`src/hw/rtl/stl_pkg.sv`:
```
// Shared constants, token type codes and character-class functions for the source token lexer.
package stl_pkg;

    // Defaults for the top-level parameters
    localparam int PREFIX_BYTES_DEF = 8;
    localparam int OFFSET_BITS_DEF  = 32;

    // Field widths fixed by the token format
    localparam int CHAR_BITS   = 8;
    localparam int TYPE_BITS   = 6;
    localparam int START_BITS  = 32;
    localparam int LEN_BITS    = 16;
    localparam int MODE_BITS   = 3;
    localparam int KW_COUNT    = 10;
    localparam int KW_BYTES    = 8;

    localparam logic [LEN_BITS-1:0] LEN_MAX = {LEN_BITS{1'b1}};

    // Scanner modes
    localparam logic [MODE_BITS-1:0] MODE_EMPTY = 3'd0;
    localparam logic [MODE_BITS-1:0] MODE_IDENT = 3'd1;
    localparam logic [MODE_BITS-1:0] MODE_INT   = 3'd2;
    localparam logic [MODE_BITS-1:0] MODE_FLOAT = 3'd3;
    localparam logic [MODE_BITS-1:0] MODE_OP    = 3'd4;

    // Token type codes
    localparam logic [TYPE_BITS-1:0] TOK_IDENT   = 6'd0;
    localparam logic [TYPE_BITS-1:0] TOK_KW_LAST = 6'd10;
    localparam logic [TYPE_BITS-1:0] TOK_INT     = 6'd11;
    localparam logic [TYPE_BITS-1:0] TOK_FLOAT   = 6'd12;
    localparam logic [TYPE_BITS-1:0] TOK_PLUS    = 6'd13;
    localparam logic [TYPE_BITS-1:0] TOK_MINUS   = 6'd14;
    localparam logic [TYPE_BITS-1:0] TOK_STAR    = 6'd15;
    localparam logic [TYPE_BITS-1:0] TOK_SLASH   = 6'd16;
    localparam logic [TYPE_BITS-1:0] TOK_PCT     = 6'd17;
    localparam logic [TYPE_BITS-1:0] TOK_LT      = 6'd18;
    localparam logic [TYPE_BITS-1:0] TOK_GT      = 6'd19;
    localparam logic [TYPE_BITS-1:0] TOK_COLON   = 6'd20;
    localparam logic [TYPE_BITS-1:0] TOK_ASSIGN  = 6'd21;
    localparam logic [TYPE_BITS-1:0] TOK_SEMI    = 6'd22;
    localparam logic [TYPE_BITS-1:0] TOK_COMMA   = 6'd23;
    localparam logic [TYPE_BITS-1:0] TOK_LPAREN  = 6'd24;
    localparam logic [TYPE_BITS-1:0] TOK_RPAREN  = 6'd25;
    localparam logic [TYPE_BITS-1:0] TOK_LBRACK  = 6'd26;
    localparam logic [TYPE_BITS-1:0] TOK_RBRACK  = 6'd27;
    localparam logic [TYPE_BITS-1:0] TOK_LBRACE  = 6'd28;
    localparam logic [TYPE_BITS-1:0] TOK_RBRACE  = 6'd29;
    localparam logic [TYPE_BITS-1:0] TOK_NOT     = 6'd30;
    localparam logic [TYPE_BITS-1:0] TOK_LE      = 6'd31;
    localparam logic [TYPE_BITS-1:0] TOK_GE      = 6'd32;
    localparam logic [TYPE_BITS-1:0] TOK_EQ      = 6'd33;
    localparam logic [TYPE_BITS-1:0] TOK_NE      = 6'd34;
    localparam logic [TYPE_BITS-1:0] TOK_ANDAND  = 6'd35;
    localparam logic [TYPE_BITS-1:0] TOK_OROR    = 6'd36;
    localparam logic [TYPE_BITS-1:0] TOK_ERROR   = 6'd37;

    // Characters with a role of their own
    localparam logic [CHAR_BITS-1:0] CH_SPACE  = 8'h20;
    localparam logic [CHAR_BITS-1:0] CH_TAB    = 8'h09;
    localparam logic [CHAR_BITS-1:0] CH_CR     = 8'h0D;
    localparam logic [CHAR_BITS-1:0] CH_UNDER  = 8'h5F;
    localparam logic [CHAR_BITS-1:0] CH_DOT    = 8'h2E;
    localparam logic [CHAR_BITS-1:0] CH_LOW_X  = 8'h78;
    localparam logic [CHAR_BITS-1:0] CH_UP_X   = 8'h58;
    localparam logic [CHAR_BITS-1:0] CH_PLUS   = 8'h2B;
    localparam logic [CHAR_BITS-1:0] CH_MINUS  = 8'h2D;
    localparam logic [CHAR_BITS-1:0] CH_STAR   = 8'h2A;
    localparam logic [CHAR_BITS-1:0] CH_SLASH  = 8'h2F;
    localparam logic [CHAR_BITS-1:0] CH_PCT    = 8'h25;
    localparam logic [CHAR_BITS-1:0] CH_LT     = 8'h3C;
    localparam logic [CHAR_BITS-1:0] CH_GT     = 8'h3E;
    localparam logic [CHAR_BITS-1:0] CH_COLON  = 8'h3A;
    localparam logic [CHAR_BITS-1:0] CH_EQ     = 8'h3D;
    localparam logic [CHAR_BITS-1:0] CH_SEMI   = 8'h3B;
    localparam logic [CHAR_BITS-1:0] CH_COMMA  = 8'h2C;
    localparam logic [CHAR_BITS-1:0] CH_LPAREN = 8'h28;
    localparam logic [CHAR_BITS-1:0] CH_RPAREN = 8'h29;
    localparam logic [CHAR_BITS-1:0] CH_LBRACK = 8'h5B;
    localparam logic [CHAR_BITS-1:0] CH_RBRACK = 8'h5D;
    localparam logic [CHAR_BITS-1:0] CH_LBRACE = 8'h7B;
    localparam logic [CHAR_BITS-1:0] CH_RBRACE = 8'h7D;
    localparam logic [CHAR_BITS-1:0] CH_BANG   = 8'h21;
    localparam logic [CHAR_BITS-1:0] CH_AMP    = 8'h26;
    localparam logic [CHAR_BITS-1:0] CH_BAR    = 8'h7C;

    // Keyword text, first byte in the low bits, zero padded
    localparam logic [KW_BYTES*8-1:0] KW_TEXT [KW_COUNT] = '{
        64'h0000_0074_736E_6F63,   // const
        64'h0000_0000_6469_6F76,   // void
        64'h0000_0000_0074_6E69,   // int
        64'h0000_0074_616F_6C66,   // float
        64'h0000_0000_0000_6669,   // if
        64'h0000_0000_6573_6C65,   // else
        64'h0000_0065_6C69_6877,   // while
        64'h6575_6E69_746E_6F63,   // continue
        64'h0000_006B_6165_7262,   // break
        64'h0000_6E72_7574_6572    // return
    };
    localparam logic [3:0] KW_LEN [KW_COUNT] = '{
        4'd5, 4'd4, 4'd3, 4'd5, 4'd2, 4'd4, 4'd5, 4'd8, 4'd5, 4'd6
    };

    // Character classes
    function automatic logic is_space(input logic [CHAR_BITS-1:0] c);
        return (c == CH_SPACE) || (c >= CH_TAB && c <= CH_CR);
    endfunction

    function automatic logic is_alpha(input logic [CHAR_BITS-1:0] c);
        return (c >= 8'h61 && c <= 8'h7A) || (c >= 8'h41 && c <= 8'h5A);
    endfunction

    function automatic logic is_digit(input logic [CHAR_BITS-1:0] c);
        return c >= 8'h30 && c <= 8'h39;
    endfunction

    function automatic logic is_word_start(input logic [CHAR_BITS-1:0] c);
        return is_alpha(c) || (c == CH_UNDER);
    endfunction

    function automatic logic is_hex_part(input logic [CHAR_BITS-1:0] c);
        return is_digit(c) || (c >= 8'h61 && c <= 8'h66) || (c >= 8'h41 && c <= 8'h46)
            || (c == CH_LOW_X) || (c == CH_UP_X);
    endfunction

    function automatic logic is_opchar(input logic [CHAR_BITS-1:0] c);
        logic hit;
        case (c)
            CH_PLUS, CH_MINUS, CH_STAR, CH_SLASH, CH_PCT, CH_LT, CH_GT, CH_EQ,
            CH_COLON, CH_SEMI, CH_LPAREN, CH_RPAREN, CH_LBRACK, CH_RBRACK,
            CH_LBRACE, CH_RBRACE, CH_BANG, CH_AMP, CH_BAR, CH_COMMA: hit = 1'b1;
            default: hit = 1'b0;
        endcase
        return hit;
    endfunction

    // Second byte extends a one-byte operator into a two-byte one
    function automatic logic pair_valid(input logic [CHAR_BITS-1:0] a,
                                        input logic [CHAR_BITS-1:0] b);
        return ((b == CH_EQ) && (a == CH_LT || a == CH_GT || a == CH_EQ || a == CH_BANG))
            || (a == CH_AMP && b == CH_AMP) || (a == CH_BAR && b == CH_BAR);
    endfunction

    // Operator type from the first two bytes; a lone & or | is an error
    function automatic logic [TYPE_BITS-1:0] op_type(input logic [CHAR_BITS-1:0] b0,
                                                     input logic [CHAR_BITS-1:0] b1,
                                                     input logic [LEN_BITS-1:0] len);
        logic [TYPE_BITS-1:0] t;
        t = TOK_ERROR;
        if (len == LEN_BITS'(1))
        begin
            case (b0)
                CH_PLUS:   t = TOK_PLUS;
                CH_MINUS:  t = TOK_MINUS;
                CH_STAR:   t = TOK_STAR;
                CH_SLASH:  t = TOK_SLASH;
                CH_PCT:    t = TOK_PCT;
                CH_LT:     t = TOK_LT;
                CH_GT:     t = TOK_GT;
                CH_COLON:  t = TOK_COLON;
                CH_EQ:     t = TOK_ASSIGN;
                CH_SEMI:   t = TOK_SEMI;
                CH_COMMA:  t = TOK_COMMA;
                CH_LPAREN: t = TOK_LPAREN;
                CH_RPAREN: t = TOK_RPAREN;
                CH_LBRACK: t = TOK_LBRACK;
                CH_RBRACK: t = TOK_RBRACK;
                CH_LBRACE: t = TOK_LBRACE;
                CH_RBRACE: t = TOK_RBRACE;
                CH_BANG:   t = TOK_NOT;
                default:   t = TOK_ERROR;
            endcase
        end
        else if (len == LEN_BITS'(2))
        begin
            if (b1 == CH_EQ)
            begin
                case (b0)
                    CH_LT:   t = TOK_LE;
                    CH_GT:   t = TOK_GE;
                    CH_EQ:   t = TOK_EQ;
                    CH_BANG: t = TOK_NE;
                    default: t = TOK_ERROR;
                endcase
            end
            else if (b0 == CH_AMP && b1 == CH_AMP)
                t = TOK_ANDAND;
            else if (b0 == CH_BAR && b1 == CH_BAR)
                t = TOK_OROR;
        end
        return t;
    endfunction

    // Identifier or keyword; bytes past the lexeme end are held at zero
    function automatic logic [TYPE_BITS-1:0] ident_type(input logic [KW_BYTES*8-1:0] text,
                                                        input logic [LEN_BITS-1:0] len);
        logic [TYPE_BITS-1:0] t;
        t = TOK_IDENT;
        for (int k = KW_COUNT - 1; k >= 0; k--)
        begin
            if (len == LEN_BITS'(KW_LEN[k]) && text == KW_TEXT[k])
                t = TYPE_BITS'(k + 1);
        end
        return t;
    endfunction

endpackage

```
`src/hw/rtl/source_token_lexer_core.sv`:
```
// Lexical scanner: one source byte per item in, one token item out when a lexeme ends or a stray byte is flagged.
// Flow: a byte accepted into the input register is scanned there; its token, if any, goes
//   to the result register when the byte advances. Throughput: one byte per cycle,
//   set by the single mode/offset update per scanned byte, unless a token waits on token_stall.
// Reset (rst_n low, asynchronous): empty mode, offset, lexeme start and length cleared,
//   input and result registers empty.
module source_token_lexer_core #(
    parameter int PREFIX_BYTES = stl_pkg::PREFIX_BYTES_DEF,
    parameter int OFFSET_BITS  = stl_pkg::OFFSET_BITS_DEF
) (
    input  logic                             clk,
    input  logic                             rst_n,
    input  logic                             char_valid,
    output logic                             char_stall,
    input  logic [stl_pkg::CHAR_BITS-1:0]    char_code,
    output logic                             token_valid,
    input  logic                             token_stall,
    output logic [stl_pkg::TYPE_BITS-1:0]    token_type,
    output logic [stl_pkg::START_BITS-1:0]   token_start,
    output logic [stl_pkg::LEN_BITS-1:0]     token_length
);

    localparam int PREFIX_W = PREFIX_BYTES * stl_pkg::CHAR_BITS;

    // Input register
    logic                          byte_valid_reg;
    logic [stl_pkg::CHAR_BITS-1:0] byte_reg;

    // Scanner state
    logic [stl_pkg::MODE_BITS-1:0] mode_reg, mode_next;
    logic [OFFSET_BITS-1:0]        offset_reg;
    logic [OFFSET_BITS-1:0]        start_reg, start_next;
    logic [stl_pkg::LEN_BITS-1:0]  length_reg, length_next;
    logic [PREFIX_W-1:0]           prefix_reg, prefix_next;

    // Result register
    logic                          token_valid_reg, token_valid_next;
    logic [stl_pkg::TYPE_BITS-1:0] type_reg;
    logic [stl_pkg::START_BITS-1:0] tstart_reg;
    logic [stl_pkg::LEN_BITS-1:0]  tlength_reg;

    // Scan results for the byte in the input register
    logic                          emit;
    logic [stl_pkg::TYPE_BITS-1:0] emit_type;
    logic [OFFSET_BITS-1:0]        emit_start;
    logic [stl_pkg::LEN_BITS-1:0]  emit_len;
    logic [stl_pkg::START_BITS-1:0] emit_start_word;
    logic                          advance;
    logic                          char_take;

    // Lexeme type of the lexeme held now
    function automatic logic [stl_pkg::TYPE_BITS-1:0] lexeme_type(
        input logic [stl_pkg::MODE_BITS-1:0] m,
        input logic [PREFIX_W-1:0]           p,
        input logic [stl_pkg::LEN_BITS-1:0]  len);
        logic [stl_pkg::TYPE_BITS-1:0] t;
        case (m)
            stl_pkg::MODE_IDENT: t = stl_pkg::ident_type(p[stl_pkg::KW_BYTES*8-1:0], len);
            stl_pkg::MODE_INT:   t = stl_pkg::TOK_INT;
            stl_pkg::MODE_FLOAT: t = stl_pkg::TOK_FLOAT;
            default:             t = stl_pkg::op_type(p[7:0], p[15:8], len);
        endcase
        return t;
    endfunction

    // Scan step
    always_comb
    begin
        logic [stl_pkg::CHAR_BITS-1:0] c;
        logic                          keep;
        logic                          ends;
        logic [stl_pkg::MODE_BITS-1:0] new_mode;
        logic [stl_pkg::LEN_BITS-1:0]  len_sat;

        c           = byte_reg;
        mode_next   = mode_reg;
        start_next  = start_reg;
        length_next = length_reg;
        prefix_next = prefix_reg;
        emit        = 1'b0;
        emit_type   = stl_pkg::TOK_ERROR;
        emit_start  = start_reg;
        emit_len    = length_reg;
        ends        = 1'b0;
        new_mode    = stl_pkg::MODE_EMPTY;
        len_sat     = (length_reg != stl_pkg::LEN_MAX) ? length_reg + 1'b1 : stl_pkg::LEN_MAX;

        case (mode_reg)
            stl_pkg::MODE_IDENT: keep = stl_pkg::is_word_start(c) || stl_pkg::is_digit(c);
            stl_pkg::MODE_INT:   keep = stl_pkg::is_hex_part(c) || (c == stl_pkg::CH_DOT);
            stl_pkg::MODE_FLOAT: keep = stl_pkg::is_digit(c);
            stl_pkg::MODE_OP:    keep = (length_reg == stl_pkg::LEN_BITS'(1))
                                     && stl_pkg::pair_valid(prefix_reg[7:0], c);
            default:             keep = 1'b0;
        endcase

        if (mode_reg == stl_pkg::MODE_EMPTY || mode_reg > stl_pkg::MODE_OP)
        begin
            // Empty: start a lexeme, skip whitespace or flag a stray byte
            ends = 1'b0;
            if (stl_pkg::is_space(c))
                new_mode = stl_pkg::MODE_EMPTY;
            else if (stl_pkg::is_word_start(c))
                new_mode = stl_pkg::MODE_IDENT;
            else if (stl_pkg::is_digit(c))
                new_mode = stl_pkg::MODE_INT;
            else if (c == stl_pkg::CH_DOT)
                new_mode = stl_pkg::MODE_FLOAT;
            else if (stl_pkg::is_opchar(c))
                new_mode = stl_pkg::MODE_OP;
            else
            begin
                emit       = 1'b1;
                emit_type  = stl_pkg::TOK_ERROR;
                emit_start = offset_reg;
                emit_len   = stl_pkg::LEN_BITS'(1);
                new_mode   = stl_pkg::MODE_EMPTY;
            end
            ends = 1'b1;
        end
        else if (keep)
        begin
            // Grow the lexeme
            for (int i = 0; i < PREFIX_BYTES; i++)
            begin
                if (length_reg == stl_pkg::LEN_BITS'(i))
                    prefix_next[i*stl_pkg::CHAR_BITS +: stl_pkg::CHAR_BITS] = c;
            end
            length_next = len_sat;
            if (mode_reg == stl_pkg::MODE_INT && c == stl_pkg::CH_DOT)
                mode_next = stl_pkg::MODE_FLOAT;
        end
        else
        begin
            // Lexeme ends here, or the byte is invalid inside it
            emit = 1'b1;
            ends = 1'b1;
            if (stl_pkg::is_space(c))
                new_mode = stl_pkg::MODE_EMPTY;
            else if (stl_pkg::is_opchar(c))
                new_mode = stl_pkg::MODE_OP;
            else if (mode_reg == stl_pkg::MODE_OP && stl_pkg::is_word_start(c))
                new_mode = stl_pkg::MODE_IDENT;
            else if (mode_reg == stl_pkg::MODE_OP && stl_pkg::is_digit(c))
                new_mode = stl_pkg::MODE_INT;
            else if (mode_reg == stl_pkg::MODE_OP && c == stl_pkg::CH_DOT)
                new_mode = stl_pkg::MODE_FLOAT;
            else
            begin
                ends     = 1'b0;
                new_mode = stl_pkg::MODE_EMPTY;
            end

            emit_start = start_reg;
            if (ends)
            begin
                emit_type = lexeme_type(mode_reg, prefix_reg, length_reg);
                emit_len  = length_reg;
            end
            else
            begin
                emit_type = stl_pkg::TOK_ERROR;
                emit_len  = len_sat;
                ends      = 1'b1;
            end
        end

        // Clear to empty or open a new lexeme at this byte
        if (ends)
        begin
            mode_next   = new_mode;
            prefix_next = '0;
            if (new_mode == stl_pkg::MODE_EMPTY)
                length_next = '0;
            else
            begin
                start_next            = offset_reg;
                length_next           = stl_pkg::LEN_BITS'(1);
                prefix_next[stl_pkg::CHAR_BITS-1:0] = c;
            end
        end
    end

    // Token start is the offset modulo 2^32
    generate
        if (OFFSET_BITS >= stl_pkg::START_BITS)
        begin : g_start_trunc
            assign emit_start_word = emit_start[stl_pkg::START_BITS-1:0];
        end
        else
        begin : g_start_ext
            assign emit_start_word = {{(stl_pkg::START_BITS-OFFSET_BITS){1'b0}}, emit_start};
        end
    endgenerate

    // Handshake: the scanned byte moves on unless its token has nowhere to go
    assign advance    = byte_valid_reg && (!emit || !token_valid_reg || !token_stall);
    assign char_stall = byte_valid_reg && !advance;
    assign char_take  = char_valid && !char_stall;

    always_comb
    begin
        if (advance && emit)
            token_valid_next = 1'b1;
        else if (!token_stall)
            token_valid_next = 1'b0;
        else
            token_valid_next = token_valid_reg;
    end

    // Control registers
    always_ff @(posedge clk or negedge rst_n)
    begin
        if (!rst_n)
        begin
            byte_valid_reg  <= 1'b0;
            token_valid_reg <= 1'b0;
            mode_reg        <= stl_pkg::MODE_EMPTY;
            offset_reg      <= '0;
            start_reg       <= '0;
            length_reg      <= '0;
            prefix_reg      <= '0;
        end
        else
        begin
            token_valid_reg <= token_valid_next;
            if (char_take)
                byte_valid_reg <= 1'b1;
            else if (advance)
                byte_valid_reg <= 1'b0;
            if (advance)
            begin
                mode_reg   <= mode_next;
                offset_reg <= offset_reg + 1'b1;
                start_reg  <= start_next;
                length_reg <= length_next;
                prefix_reg <= prefix_next;
            end
        end
    end

    // Payload registers
    always_ff @(posedge clk)
    begin
        if (char_take)
            byte_reg <= char_code;
        if (advance && emit)
        begin
            type_reg    <= emit_type;
            tstart_reg  <= emit_start_word;
            tlength_reg <= emit_len;
        end
    end

    assign token_valid  = token_valid_reg;
    assign token_type   = type_reg;
    assign token_start  = tstart_reg;
    assign token_length = tlength_reg;

    // An empty scanner holds no lexeme bytes, a live lexeme holds at least one
    a_len_mode: assert property (@(posedge clk) disable iff (!rst_n)
        (mode_reg == stl_pkg::MODE_EMPTY) == (length_reg == '0))
        else $error("lexeme length disagrees with scanner mode");

    // Operator tokens are one or two bytes long
    a_op_len: assert property (@(posedge clk) disable iff (!rst_n)
        token_valid && token_type >= stl_pkg::TOK_PLUS && token_type <= stl_pkg::TOK_OROR
        |-> (token_length == stl_pkg::LEN_BITS'(1) || token_length == stl_pkg::LEN_BITS'(2)))
        else $error("operator token with bad length");

    // Keywords are never longer than a keyword table entry
    a_kw_len: assert property (@(posedge clk) disable iff (!rst_n)
        token_valid && token_type != stl_pkg::TOK_IDENT && token_type <= stl_pkg::TOK_KW_LAST
        |-> token_length <= stl_pkg::LEN_BITS'(stl_pkg::KW_BYTES))
        else $error("keyword token longer than any keyword");

    // Every scanned byte moves the offset by one
    a_offset: assert property (@(posedge clk) disable iff (!rst_n)
        advance |=> offset_reg == $past(offset_reg) + 1'b1)
        else $error("byte offset did not step");

endmodule
```
`config.mk`:
```
export PLATFORM = sky130hd
export DESIGN_NAME = source_token_lexer_core
export DESIGN_NICKNAME = d
export VERILOG_FILES = /design/src/hw/rtl/stl_pkg.sv /design/src/hw/rtl/source_token_lexer_core.sv
export SDC_FILE = /design/constraint.sdc
export NUM_CORES = 1
export LEC_CHECK = 0
export ABC_AREA = 1
export BUFFER_PORTS_ARGS = -buffer_cell sky130_fd_sc_hd__buf_4
export CORE_MARGIN = 5
export CORE_UTILIZATION = 25
export CTS_CLUSTER_SIZE = 40
export DETAILED_ROUTE_END_ITERATION = 12
export GPL_ROUTABILITY_DRIVEN = 0
export GPL_TIMING_DRIVEN = 1
export PLACE_DENSITY = 0.38
export SYNTH_ARGS = -nofsm -noshare
export SYNTH_HDL_FRONTEND = slang
export SYNTH_SLANG_ARGS = --single-unit
```
`constraint.sdc`:
```
create_clock -name clk -period 5.7 [get_ports clk]
set_clock_uncertainty 0.2 [all_clocks]
set_input_delay 0.855 -clock clk [delete_from_list [all_inputs] [get_ports clk]]
set_output_delay 0.855 -clock clk [all_outputs]
set_load 0.01 [all_outputs]
```
; After elaboration in Yosys (flattened, before gate mapping)
; Cells that the tools add are included.
; Widths: inputs -> output; s select.
[word_totals]
output_inout_bits = 56
reg_bits = 211
inputBits = 12
elab_cells = 279
[op_classes]
bitwise = 2
reduce_logical = 79
n_eq_ne = 73
add_sub_neg = 2
n_mux = 94
n_lt_le_gt_ge = 11
[op_table]
columns = op, count
row1 = $eq 8x6->1 const B, 34
row2 = $eq 64x39->1 const B, 4
row3 = $mux 16, 12
row4 = $mux 32, 6
row5 = $mux 64, 3
row6 = $eq 64x31->1 const B, 2
row7 = $eq 8x7->1 const B, 14
row8 = $pmux 6 s18, 1
row9 = $mux 6, 12
row10 = $mux 8, 9
row11 = $eq 16x3->1 const B, 4
row12 = $eq 64x15->1 const B, 1
row13 = $eq 64x23->1 const B, 1
row14 = $eq 64x47->1 const B, 1
row15 = $eq 64x63->1 const B, 1
row16 = $mux 3, 14
row17 = $reduce_and 4->1, 9
row18 = $add 32x1->32 const B, 1
row19 = $eq 16x2->1 const B, 2
row20 = $le 8x7->1 const B, 4
row21 = $logic_and 1x1->1, 30
row22 = $mux 1, 30
row23 = $pmux 6 s4, 1
row24 = $reduce_bool 2->1, 11
row25 = other kinds (26), 54

; Longest topological paths before layout
; Gate-level depths: netlist of run 1.
[depth]
ltp_word = 23
depth_mapped = 19
ltp_nobuf = 17

; Worst setup path before layout of run 1
; No wires, ideal clock.
[synth_path]
kind = reg-to-reg
from = register byte_reg[1] (netlist bit)
to = register tlength_reg (netlist bit token_length[0]), enable pin
arrival_ps = 3882
period_less_slack_ps = 4548
setup_ps = 466
path_slack_ps = 1152
path_stages_with_launch = 13
path_buffers = 1
t_required_ps = 5034
cell_sequence = edfxtp_1 > buf_6 > nor2_2 > nand2_1 > nand2_1 > nand2_1 > nand2_1 > nand4_1 > nand2_1 > nand3_2 > nand3_4 > nand3_1 > nor2_1
[synth_via]
elab_chain_len = 19
word_cells_on_any_way = 76
cone_classes = order compare (10) / eq/ne (25) / mux (14) / reduce/logical (27)
[synth_lines]
columns = element, line_no
row1 = "start, declared", source_token_lexer_core.sv:27  ; logic [stl_pkg::CHAR_BITS-1:0] byte_reg;
row2 = "start signal, assigned", source_token_lexer_core.sv:246  ; byte_reg <= char_code;
row3 = $eq 8x6->1 (tied with other cells), "stl_pkg.sv:127, stl_pkg.sv:139"
row4 = $reduce_or 20->1, stl_pkg.sv:127  ; case (c)
row5 = $mux 1, stl_pkg.sv:127
row6 = $mux 1, source_token_lexer_core.sv:107  ; else if (c == stl_pkg::CH_DOT)
row7 = $mux 1, source_token_lexer_core.sv:105  ; else if (stl_pkg::is_digit(c))
row8 = $mux 1, source_token_lexer_core.sv:103  ; else if (stl_pkg::is_word_start(c))
row9 = $mux 1, source_token_lexer_core.sv:101  ; if (stl_pkg::is_space(c))
row10 = $mux 1, source_token_lexer_core.sv:97  ; if (mode_reg == stl_pkg::MODE_EMPTY || mode_reg > stl_pkg::MODE_OP)
row11 = (+2 left out), n/a
row12 = $mux 1, source_token_lexer_core.sv:105
row13 = $mux 1, source_token_lexer_core.sv:103
row14 = $mux 1, source_token_lexer_core.sv:101
row15 = $mux 1 *, source_token_lexer_core.sv:97
row16 = $logic_not 1->1, source_token_lexer_core.sv:197  ; assign advance = byte_valid_reg && (!emit || !token_valid_reg || !token_stall);
row17 = $logic_or 1x1->1 (2 in a row), source_token_lexer_core.sv:197
row18 = $logic_and 1x1->1, source_token_lexer_core.sv:197
row19 = $logic_and 1x1->1 *, source_token_lexer_core.sv:247  ; if (advance && emit)
row20 = "end signal, assigned", source_token_lexer_core.sv:251  ; tlength_reg <= emit_len;
row21 = "end, declared", source_token_lexer_core.sv:40  ; logic [stl_pkg::LEN_BITS-1:0] tlength_reg;
; Mark *: on every way between the ends. The rest lies on a longest branch, timed or not. The select of a mux whose other input is x is not followed.
; A chain may end at the register's enable or synchronous reset.

; Worst setup path in the final report of run 1
[layout_path]
from = register prefix_reg[7]
to = output port char_stall
[layout_via]
elab_chain_len = 17
word_cells_on_any_way = 24
cone_classes = eq/ne (6) / mux (3) / reduce/logical (15)
[layout_lines]
columns = element, line_no
row1 = "start, declared", source_token_lexer_core.sv:34  ; logic [PREFIX_W-1:0] prefix_reg, prefix_next;
row2 = "start signal, assigned", source_token_lexer_core.sv:237  ; prefix_reg <= prefix_next;
row3 = $eq 8x6->1, stl_pkg.sv:139  ; return ((b == CH_EQ) && (a == CH_LT || a == CH_GT || a == CH_EQ || a == CH_BANG))
row4 = $logic_or 1x1->1 (3 in a row), stl_pkg.sv:139
row5 = $logic_and 1x1->1, stl_pkg.sv:139
row6 = $logic_or 1x1->1, stl_pkg.sv:140  ; || (a == CH_AMP && b == CH_AMP) || (a == CH_BAR && b == CH_BAR);
row7 = $logic_or 1x1->1 *, stl_pkg.sv:140
row8 = $logic_and 1x1->1 *, source_token_lexer_core.sv:93  ; && stl_pkg::pair_valid(prefix_reg[7:0], c);
row9 = $pmux 1 s4 *, source_token_lexer_core.sv:88  ; case (mode_reg)
row10 = $mux 1 *, source_token_lexer_core.sv:121  ; else if (keep)
row11 = $mux 1 *, source_token_lexer_core.sv:97
row12 = $logic_not 1->1 *, source_token_lexer_core.sv:197
row13 = $logic_or 1x1->1 * (2 in a row), source_token_lexer_core.sv:197
row14 = $logic_and 1x1->1 *, source_token_lexer_core.sv:197
row15 = $logic_not 1->1 *, source_token_lexer_core.sv:198  ; assign char_stall = byte_valid_reg && !advance;
row16 = $logic_and 1x1->1 *, source_token_lexer_core.sv:198
row17 = "end, declared", source_token_lexer_core.sv:14  ; output logic char_stall,
; Mark *: on every way between the ends. The rest lies on a longest branch, timed or not.

==> metrics, run 1 <==
run status=completed; Gate power share=between 30% and 40%; initial core utilization=between 20% and 30%; Top Ports=68; slowest stage delay, CP=440 ps; syn avg cell area=7.51 um2; Initial DRT Pass Iterations=5; RSZ-0062 raised after global routing=no; register bit total from synthesis=between 200 and 250; Yosys warnings=0; largest net degree at the start of global routing=roughly 130; WL final=about 38 mm; NetSw=~3 mW; Slew @ Worst Pin=934 ps; Num CTS Buffers=28; Netlist cell types=45; final instance area=between 10000 and 15000 um2; Main synth FF type=dfrtp_1; Critical Path RT=between 4000 and 5000 ps; Leak Pwr=approximately 6.3 nW; die footprint=52100 um2; die width=228 um; clock slew at reported path FFs=roughly 60 ps; fmax=approximately 250 MHz; DRT antenna net count=0; Setup Viol. Count Final=0; Detail Placement HPWL=between 20 and 30 mm; Die Height=around 230 um; worst min-delay path category=reg2reg; final hold violation count=0; syn nets=roughly 1600; global-route wire length before repair=just over 60 mm; GRT Overall Usage=14.4%; clock tree buffer depth=3; CP bufs+invs=4; CP Max Fanout=10; Area Overhead vs Synth=16.6%; post-synthesis sequential area ratio=47.0%; Post-synth EDFFs=62; vias in the first global route=~11000; synthesized netlist cell count=1585; dpl ws=1650 ps; critical-path cell list=inv_1 > nand2_1 > nor2_1 > nand2_1 > nor2_1 > nor2_1 > nand2_1 > a21oi_1 > nand3_2 > nand3_4 > nand2_4 > inv_1 > nand2_1 > inv_1 > buf_4; Total Nets Final=between 1500 and 2000; dpl cell area=about 13000 um2; power density cells=495 nW/um2; Worst EP arrival=around 3000 ps; initial drt markers=737; wire length per cell=16.8 um; Clk pwr share=between 20% and 30%; ratio of cells with drive above 1 in the final layout=a little under a tenth; Peak supply drop=approximately 0.25 mV; # DRC=0; Crit. End Element=primary output; root buf cell=clkbuf_16; CP Class=reg2out; Slew Limit Headroom=between 30 and 40%; diode count=0; CTS H-tree depth=1; Worst path most repeated cell=nand2_1; Clock Latency Late Sink=~560 ps; Port Buffer Count=67; CTS sink cnt=211; Tcrit/Tclk final=a little under three quarters; Worst Hold Slack=between 200 and 300 ps; vias per inst=4.67; num rows=80; Post-Syn Area=11900 um2; Sequential Power Share=a little under two fifths; GRT overflow=0; Final min period=4050 ps; Final Worst Setup Slack=~1600 ps; initial antenna violation count=0; setup bufs post-CTS=0; share of async-settable or async-resettable flops after synthesis=a little over two thirds; vias=roughly 11000; max reg flops=between 60 and 70; Pint=3.91 mW; fin. max-slew vios=0; placeable core region=~47000 um2; Fin Setup TNS=0 ps; highest-delay cell along the critical path=nor2_1; Worst Setup Start Kind=register; CTS tree=built; Sw Share=a little over two fifths; family with the most delay on the worst path=simple AND/OR/NAND/NOR gates; Max Cap Viol=0
## power groups by stage
stage | clock [mW] | sequential [mW] | combinational, mW
detailed placement | 0 | 2.55 | 2.68
finish | 1.72 | 2.52 | 2.63
global route | 1.84 | 2.59 | 3.00
CTS | 1.78 | 2.53 | 2.69
floorplan | 0 | 2.54 | 1.68
global placement | 0 | 2.55 | 2.68
## what timing repair did
item / in CTS / in global routing
endpoints found under the hold margin: 24 / 0
setup endpoints to repair: 0 / 0
resized for setup: 0 / 0
hold buffers: 1 / 0
## through the flow
stage                     instances  power [mW]  utilization [%]
after global routing           2283        7.42             29.3
final                          2283        6.87             29.3
after CTS                      2283        7.00             29.3
after detailed placement       2230        5.23             27.3
after floorplan                1585        4.22                -
after global placement         2230        5.23             27.3
## layout make-up
type	count	area, um2
Tap cell	615	769
Sequential cell	211	5590
Timing Repair Buffer	75	582
Multi-Input combinational cell	1144	5350
Inverter	186	698
Fill cell	5224	33600
Clock buffer	42	815
Clock inverter	10	81.3
## cell usage after synthesis, types with 2 or more instances
master / instances / area share (%)
a31oi_1: 6 / 0.32
nor3_2: 2 / 0.17
or2_2: 3 / 0.16
edfxtp_1: 62 / 16
buf_6: 9 / 0.85
nor3_1: 53 / 2.2
xor2_1: 28 / 2.1
nand3_2: 3 / 0.25
nand4_1: 39 / 2.0
nor4b_1: 2 / 0.15
buf_1: 2 / 0.063
nor2_2: 4 / 0.21
buf_4: 4 / 0.25
and3_1: 2 / 0.11
clkbuf_1: 12 / 0.38
inv_2: 11 / 0.35
nand3b_1: 4 / 0.25
nand2_1: 467 / 15
o21ai_0: 131 / 5.5
o31ai_1: 3 / 0.19
nor2_1: 152 / 4.8
buf_2: 15 / 0.63
nor3b_1: 2 / 0.13
ha_1: 6 / 0.63
o21ai_1: 12 / 0.50
nor4_1: 23 / 1.2
a21oi_1: 30 / 1.3
inv_1: 175 / 5.5
o21ai_2: 4 / 0.29
nand2_2: 6 / 0.32
nand3_1: 151 / 6.3
dfrtp_1: 149 / 31
## metal layers
layer  routed length (um)  GRT usage (%)  up-vias
li1                     -              -     5345
met1                18600           20.6     5056
met2                17200           23.2      211
met3                 1780           2.14       49
met4                  800           3.44        0
met5                    0              0        -
## kinds of logic (layout without fill, tap and decap cells)
logic type / count (synthesis) / in the layout / synth area share (%)
adder cells (fa/ha/maj): 6 / 6 / 0.631
AND/OR/NAND/NOR: 916 / 916 / 33.5
AO/OA/AOI/OAI: 193 / 193 / 8.59
buffers and inverters: 230 / 313 / 8.21
XOR/XNOR: 29 / 29 / 2.13
flip-flops: 211 / 211 / 47.0
## worst register-to-register path, cell delays in order (launching register included)
cell and delay (ps):
edfxtp_1 540, nor2_2 260, nand2_1 150, o22ai_1 280, nor2_1 110, nand2_1 160
nand2_1 300, nand3_1 170, nand3_1 230, inv_2 600, nand2_2 630, nand2_1 210
nand2_1 60
## placed cells by master, fill, tap and decap left out, types with 2 or more instances in the layout
cell type and instances:
a21oi_1 30, a31oi_1 6, and3_1 2, buf_4 72, clkbuf_1 9, clkbuf_16 29
clkbuf_8 4, clkinv_1 2, clkinv_2 4, clkinvlp_4 2, dfrtp_1 149, edfxtp_1 62
ha_1 6, inv_1 175, inv_2 11, nand2_1 467, nand2_2 6, nand3_1 151
nand3_2 3, nand3b_1 4, nand4_1 39, nor2_1 151, nor2_2 4, nor3_1 53
nor3_2 2, nor3b_1 2, nor4_1 23, nor4b_1 2, o21ai_0 131, o21ai_1 12
o21ai_2 4, o31ai_1 3, or2_2 3, xor2_1 28
## worst paths after layout
path / endpoint / from / slack [ps] / cells after the start
max: char_stall / prefix_reg[7] / 1650 / 15
min: start_reg[17] / start_reg[17] / 270 / 2
max reg2reg: start_reg[16] / byte_reg[1] / 1670 / 12
min reg2reg: start_reg[17] / start_reg[17] / 270 / 2
max in group asynchronous: start_reg[1] / rst_n / 3650 / 3
min in group asynchronous: prefix_reg[39] / rst_n / 520 / 2
Note: power is estimated with default switching activity, not from simulation.
==> run 2: changes to the inputs <==
- PLACE_DENSITY: 0.38 -> 0.4
- clock period: 5.7 -> 3.7 ns (I/O delays scaled with it)
==> run 2 against run 1 <==
Compared with the run above: cell count up 1.8%; sequential share of layout area decreased by 1.1 points; global-route usage is 0.064 points lower; clock power grew 51%; combinational power rose by 65%; flip-flop and latch count unchanged; register-to-register slack lost 1300 ps; die area unchanged; design area is 2.9% higher; total power is 57% higher; first-iteration DRC count is 3.9% higher; largest cell class unchanged.
==> metrics, run 2 (synthesis gave the netlist of run 1 again) <==
num rows=80; Tcrit/Tclk final=a little over nine tenths; die width=roughly 230 um; CTS H-tree depth=1; Tot Pwr=around 11 mW; Worst EP arrival=about 2800 ps; Top Ports=68; root buf cell=clkbuf_16; Initial DRT Pass Iterations=6; Slew Limit Headroom=a little under half; GRT Overall Usage=approximately 14%; Detail Placement HPWL=just under 30 mm; Max Cap Viol=0; initial antenna violation count=0; Worst Setup Start Kind=register; Slew @ Worst Pin=786 ps; vias per inst=about 4.7; CP Class=reg2out; Port Buffer Count=67; highest-delay cell along the critical path=edfxtp_1; vias=roughly 11000; met3 Resource Use GR=around 2.1%; die footprint=between 50000 and 60000 um2; Die Height=228 um; largest net degree at the start of global routing=between 50 and 60; Total Nets Final=~1700; wire length per cell=around 17 um; Leak Pwr=between 6 and 7 nW; CP Max Fanout=8; Fillers=5230; Fin Setup TNS=0 ps; fin. max-slew vios=0; Num CTS Buffers=27; worst min-delay path category=in2reg; CTS tree=built; Final min period=roughly 3600 ps; met1 global-route usage=20.5%; run status=completed; ratio of cells with drive above 1 in the final layout=approximately an eighth; vias in the first global route=around 10000; register area=5590 um2; initial drt markers=about 770; dpl ws=-56.3 ps; diode count=0; Critical Path RT=about 2900 ps; Peak supply drop=around 0.32 mV; global-route wire length before repair=around 61 mm; # DRC=0; GRT overflow=0; multi-input logic area=5410 um2; initial core utilization=about a quarter; commonest non-fill, non-tap cell in the layout=nand2_1; critical-path cell list=buf_4 > nand2_1 > nor2_1 > a21oi_1 > nand2_1 > nand2_1 > nand3b_4 > nor2_2 > nand2_2 > a21oi_2 > nand2_4 > inv_1 > nand2_2 > inv_1 > buf_4; final hold violation count=0; DRT antenna net count=0; Area Overhead vs Synth=20.0%; placeable core region=47400 um2; Final Core Density=30.1%; slowest stage delay, CP=between 500 and 600 ps; fmax=between 200 and 300 MHz; Crit. End Element=primary output; max reg flops=between 60 and 70; WL final=38.5 mm; power density cells=between 700 and 800 nW/um2; CTS sink cnt=approximately 210; Worst Hold Slack=around 45 ps; Final Worst Setup Slack=139 ps; met2 usage=a little under a quarter; most frequent cells in the layout=nand2_1, inv_1, nand3_1; Worst path most repeated cell=nand2_1; clock slew at reported path FFs=approximately 50 ps; layer with the highest usage=met2; Setup Viol. Count Final=0; clock tree buffer depth=3; Clock Latency Late Sink=550 ps
[run 2: metrics by stage]
step | cells | area, um2
2_1_floorplan | 1585 | 11900
3_3_place_gp | 2255 | 13200
3_5_place_dp | 2255 | 13200
4_1_cts | 2314 | 14100
5_1_grt | 2325 | 14300
6_report | 2325 | 14300
[run 2: where the power goes]
group / switching, mW / internal (mW) / total (mW)
Sequential: 0.558 / 3.30 / 3.85
Clock: 1.04 / 1.56 / 2.60
Combinational: 3.06 / 1.29 / 4.35
Total: 4.66 / 6.15 / 10.8
[run 2: path summary, 6_finish.rpt]
kind                          startpoint               to  slack [ps]  cells after the start
min in group asynchronous          rst_n    prefix_reg[6]         350                      2
setup reg to reg             byte_reg[1]  token_length[7]         360                     11
max in group asynchronous          rst_n   offset_reg[20]        2150                      3
hold / removal                char_valid   byte_valid_reg          40                      3
hold reg to reg            prefix_reg[7]    prefix_reg[7]         260                      2
setup / recovery             byte_reg[1]       char_stall         140                     15
[run 2: timing repair]
| action | CTS | global route |
|---|---|---|
| gates resized for setup | 1 | 20 |
| hold buffers | 9 | 0 |
| buffers inserted | 0 | 11 |
| setup endpoints to repair | 1 | 1 |
| hold endpoints to repair | 63 | 0 |
| pin swaps | 0 | 1 |
[run 2: critical path, delay by kind of cell (launching register included)]
kind                   cells  cell delay, ps
buffers and inverters      4             510
DFF                        1             530
and+or+nand+nor            9             920
AOI/OAI and AO/OA          2             290
[run 2: area by class of cell]
cell class              instances  area share, %
clock inverters                 9          0.560
flip-flops and latches        211           39.1
clock buffers                  41           5.60
repair buffers                119           6.58
inverters                     186           4.89
multi-input cells            1144           37.9
well taps                     615           5.39
[run 2: routing by layer]
layer	wire length, um	part of all wire (%)
met1	18700	49
met3	1650	4.3
met5	0	0
met4	740	1.9
met2	17300	45
==> run 3: changes to the inputs <==
- CORE_MARGIN: 5 -> unset
==> run 3 against run 2 <==
Compared with the run above: combinational power grew 2%; highest routed layer unchanged; the run now ends with DRC left; core utilization grew 0.49 points; wire length grew 0.81%; non-clock buffer count grew 7; sequential power is essentially flat; sequential share of layout area shrank 0.051 points; cell count is essentially flat; worst setup slack gained 45 ps; die area shrank 6.9%; count of clock-buffer cells in the layout shrank 12.
==> metrics, run 3 (synthesis gave the netlist of run 1 again) <==
run status=finished, violations left; failing checks=DRC; fin. max-slew vios=0; Worst Setup Start Kind=register; GRT Overall Usage=between 10% and 20%; global-route wire length before repair=between 60 and 70 mm; vias per inst=between 4 and 5; power density cells=roughly 760 nW/um2; Final min period=between 3000 and 4000 ps; Fillers=5046; fmax=between 200 and 300 MHz; Worst EP arrival=2760 ps; Fin Setup TNS=0 ps; Final Core Density=30.6%; dpl cell area=13200 um2; commonest non-fill, non-tap cell in the layout=nand2_1; Die Height=220 um; CP bufs+invs=4; clock tree buffer depth=3; Max Cap Viol=0; WL final=38.8 mm; Final Worst Setup Slack=184 ps; Post-Layout Cell Count=around 2300; placeable core region=around 47000 um2; initial core utilization=between 20% and 30%; Worst Hold Launch=token_stall; CTS H-tree depth=1; Pint=6.12 mW; Area Overhead vs Synth=20.2%; initial antenna violation count=1; NetSw=roughly 4.7 mW; hold path depth=3; final instance area=roughly 14000 um2; highest-delay cell along the critical path=edfxtp_1; Setup Viol. Count Final=0; FF-to-FF Start=byte_reg[1]; family with the most delay on the worst path=simple AND/OR/NAND/NOR gates; Crit path depth=15; CP Max Fanout=8; Sw Share=43.6%; CTS sink cnt=around 210; num rows=just under 80; Reg2Reg Depth=14; Clock Latency Late Sink=550 ps; diode count=0; Port Buffer Count=67; CP startpoint=byte_reg[1]; GRT overflow=0; flop2flop setup slack=370 ps; Clk pwr share=between 20% and 30%; Initial DRT Pass Iterations=9; Leak Pwr=6.49 nW; vias=10974; Slew Limit Headroom=between 40% and 50%; dpl ws=roughly 190 ps; die footprint=48500 um2; critical-path cell list=buf_4 > nand2_1 > nor2_1 > nand2_1 > nand3_1 > nand2_1 > nand4_1 > nor2_1 > nand2_2 > a21oi_4 > nand2_8 > inv_1 > nand2_1 > inv_1 > buf_4; DRT antenna net count=0; Critical Path RT=approximately 2900 ps; Peak supply drop=0.329 mV; initial drt markers=~950; Gate power share=between 40% and 50%; vias in the first global route=between 10000 and 15000; Num CTS Buffers=27; largest net degree at the start of global routing=62; slowest stage delay, CP=about 530 ps; die width=around 220 um; reg-to-reg endpoint=token_start[16]; CTS tree=built; # DRC=9; Total Nets Final=1714; Top Ports=just under 70; Placed Instances=approximately 2200; Sequential Power Share=a little over a third; Worst path most repeated cell=nand2_1; clock slew at reported path FFs=roughly 60 ps; final hold violation count=0; worst min-delay path category=in2reg; Detail Placement HPWL=~29 mm; root buf cell=clkbuf_16; most frequent cells in the layout=nand2_1, inv_1, nand3_1; Slew @ Worst Pin=between 800 and 900 ps; Crit. End Element=primary output; wire length per cell=16.7 um; Worst setup endpoint=char_stall; max reg flops=between 60 and 70; ratio of cells with drive above 1 in the final layout=about an eighth; CP Class=reg2out; Tcrit/Tclk final=between 90 and 100%
==> run 3: layer usage <==
metal | vias to the layer above | share of wire (%) | GRT usage [%]
met4 | 0 | 2.3 | 4.44
met3 | 57 | 5.2 | 2.09
li1 | 5442 | - | -
met5 | - | 0 | 0
met2 | 288 | 44 | 25.2
met1 | 5187 | 48 | 23.0
==> run 3: power groups by stage <==
| stage | sequential (mW) | combinational [mW] | clock [mW] |
|---|---|---|---|
| 2_1_floorplan | 3.90 | 2.59 | 0 |
| 3_3_place_gp | 3.88 | 4.41 | 0 |
| 3_5_place_dp | 3.90 | 4.41 | 0 |
| 4_1_cts | 3.86 | 4.44 | 2.65 |
| 5_1_grt | 3.96 | 4.98 | 2.74 |
| 6_report | 3.85 | 4.45 | 2.55 |
==> run 3: per-stage QoR <==
step	power (mW)	hold WS [ps]
detailed placement	8.31	257
global placement	8.29	253
floorplan	6.49	59.4
finish	10.8	161
CTS	10.9	97.6
global route	11.7	167
==> run 3: repair_timing <==
item,in CTS,in global routing
hold buffers,10,0
resized for setup,3,17
endpoints found under the hold margin,66,0
endpoints found under the setup margin,1,1
pin swaps,0,4
buffers inserted,3,12
==> run 3: cell type report <==
| class | instances | area [um2] | area share [%] |
|---|---|---|---|
| inverter | 186 | 698 | 4.88 |
| sequential | 211 | 5590 | 39.1 |
| multi-input combinational | 1144 | 5410 | 37.8 |
| clock buffer | 29 | 683 | 4.77 |
| clock inverter | 21 | 160 | 1.12 |
| tap | 607 | 759 | 5.31 |
| timing repair buffer | 126 | 1010 | 7.06 |
==> run 3: worst reg2reg max path, cell delays in order (launching register included) <==
cell      delay [ps]
edfxtp_1         530
buf_4            200
nand2_1           60
nor2_1            60
nand2_1           60
nand3_1           70
nand2_1          110
nand4_1          140
nor2_1           160
nand2_2          110
nand2_1          100
buf_4            220
inv_1            110
nor2_4           100
buf_4            570
==> run 3: how the worst min path moves through the flow <==
stage,end,slack (ps)
2_1_floorplan,byte_valid_reg,60
3_3_place_gp,prefix_reg[7],250
3_5_place_dp,prefix_reg[7],260
4_1_cts,token_valid,100
5_1_grt,token_valid,170
6_report,token_valid,160
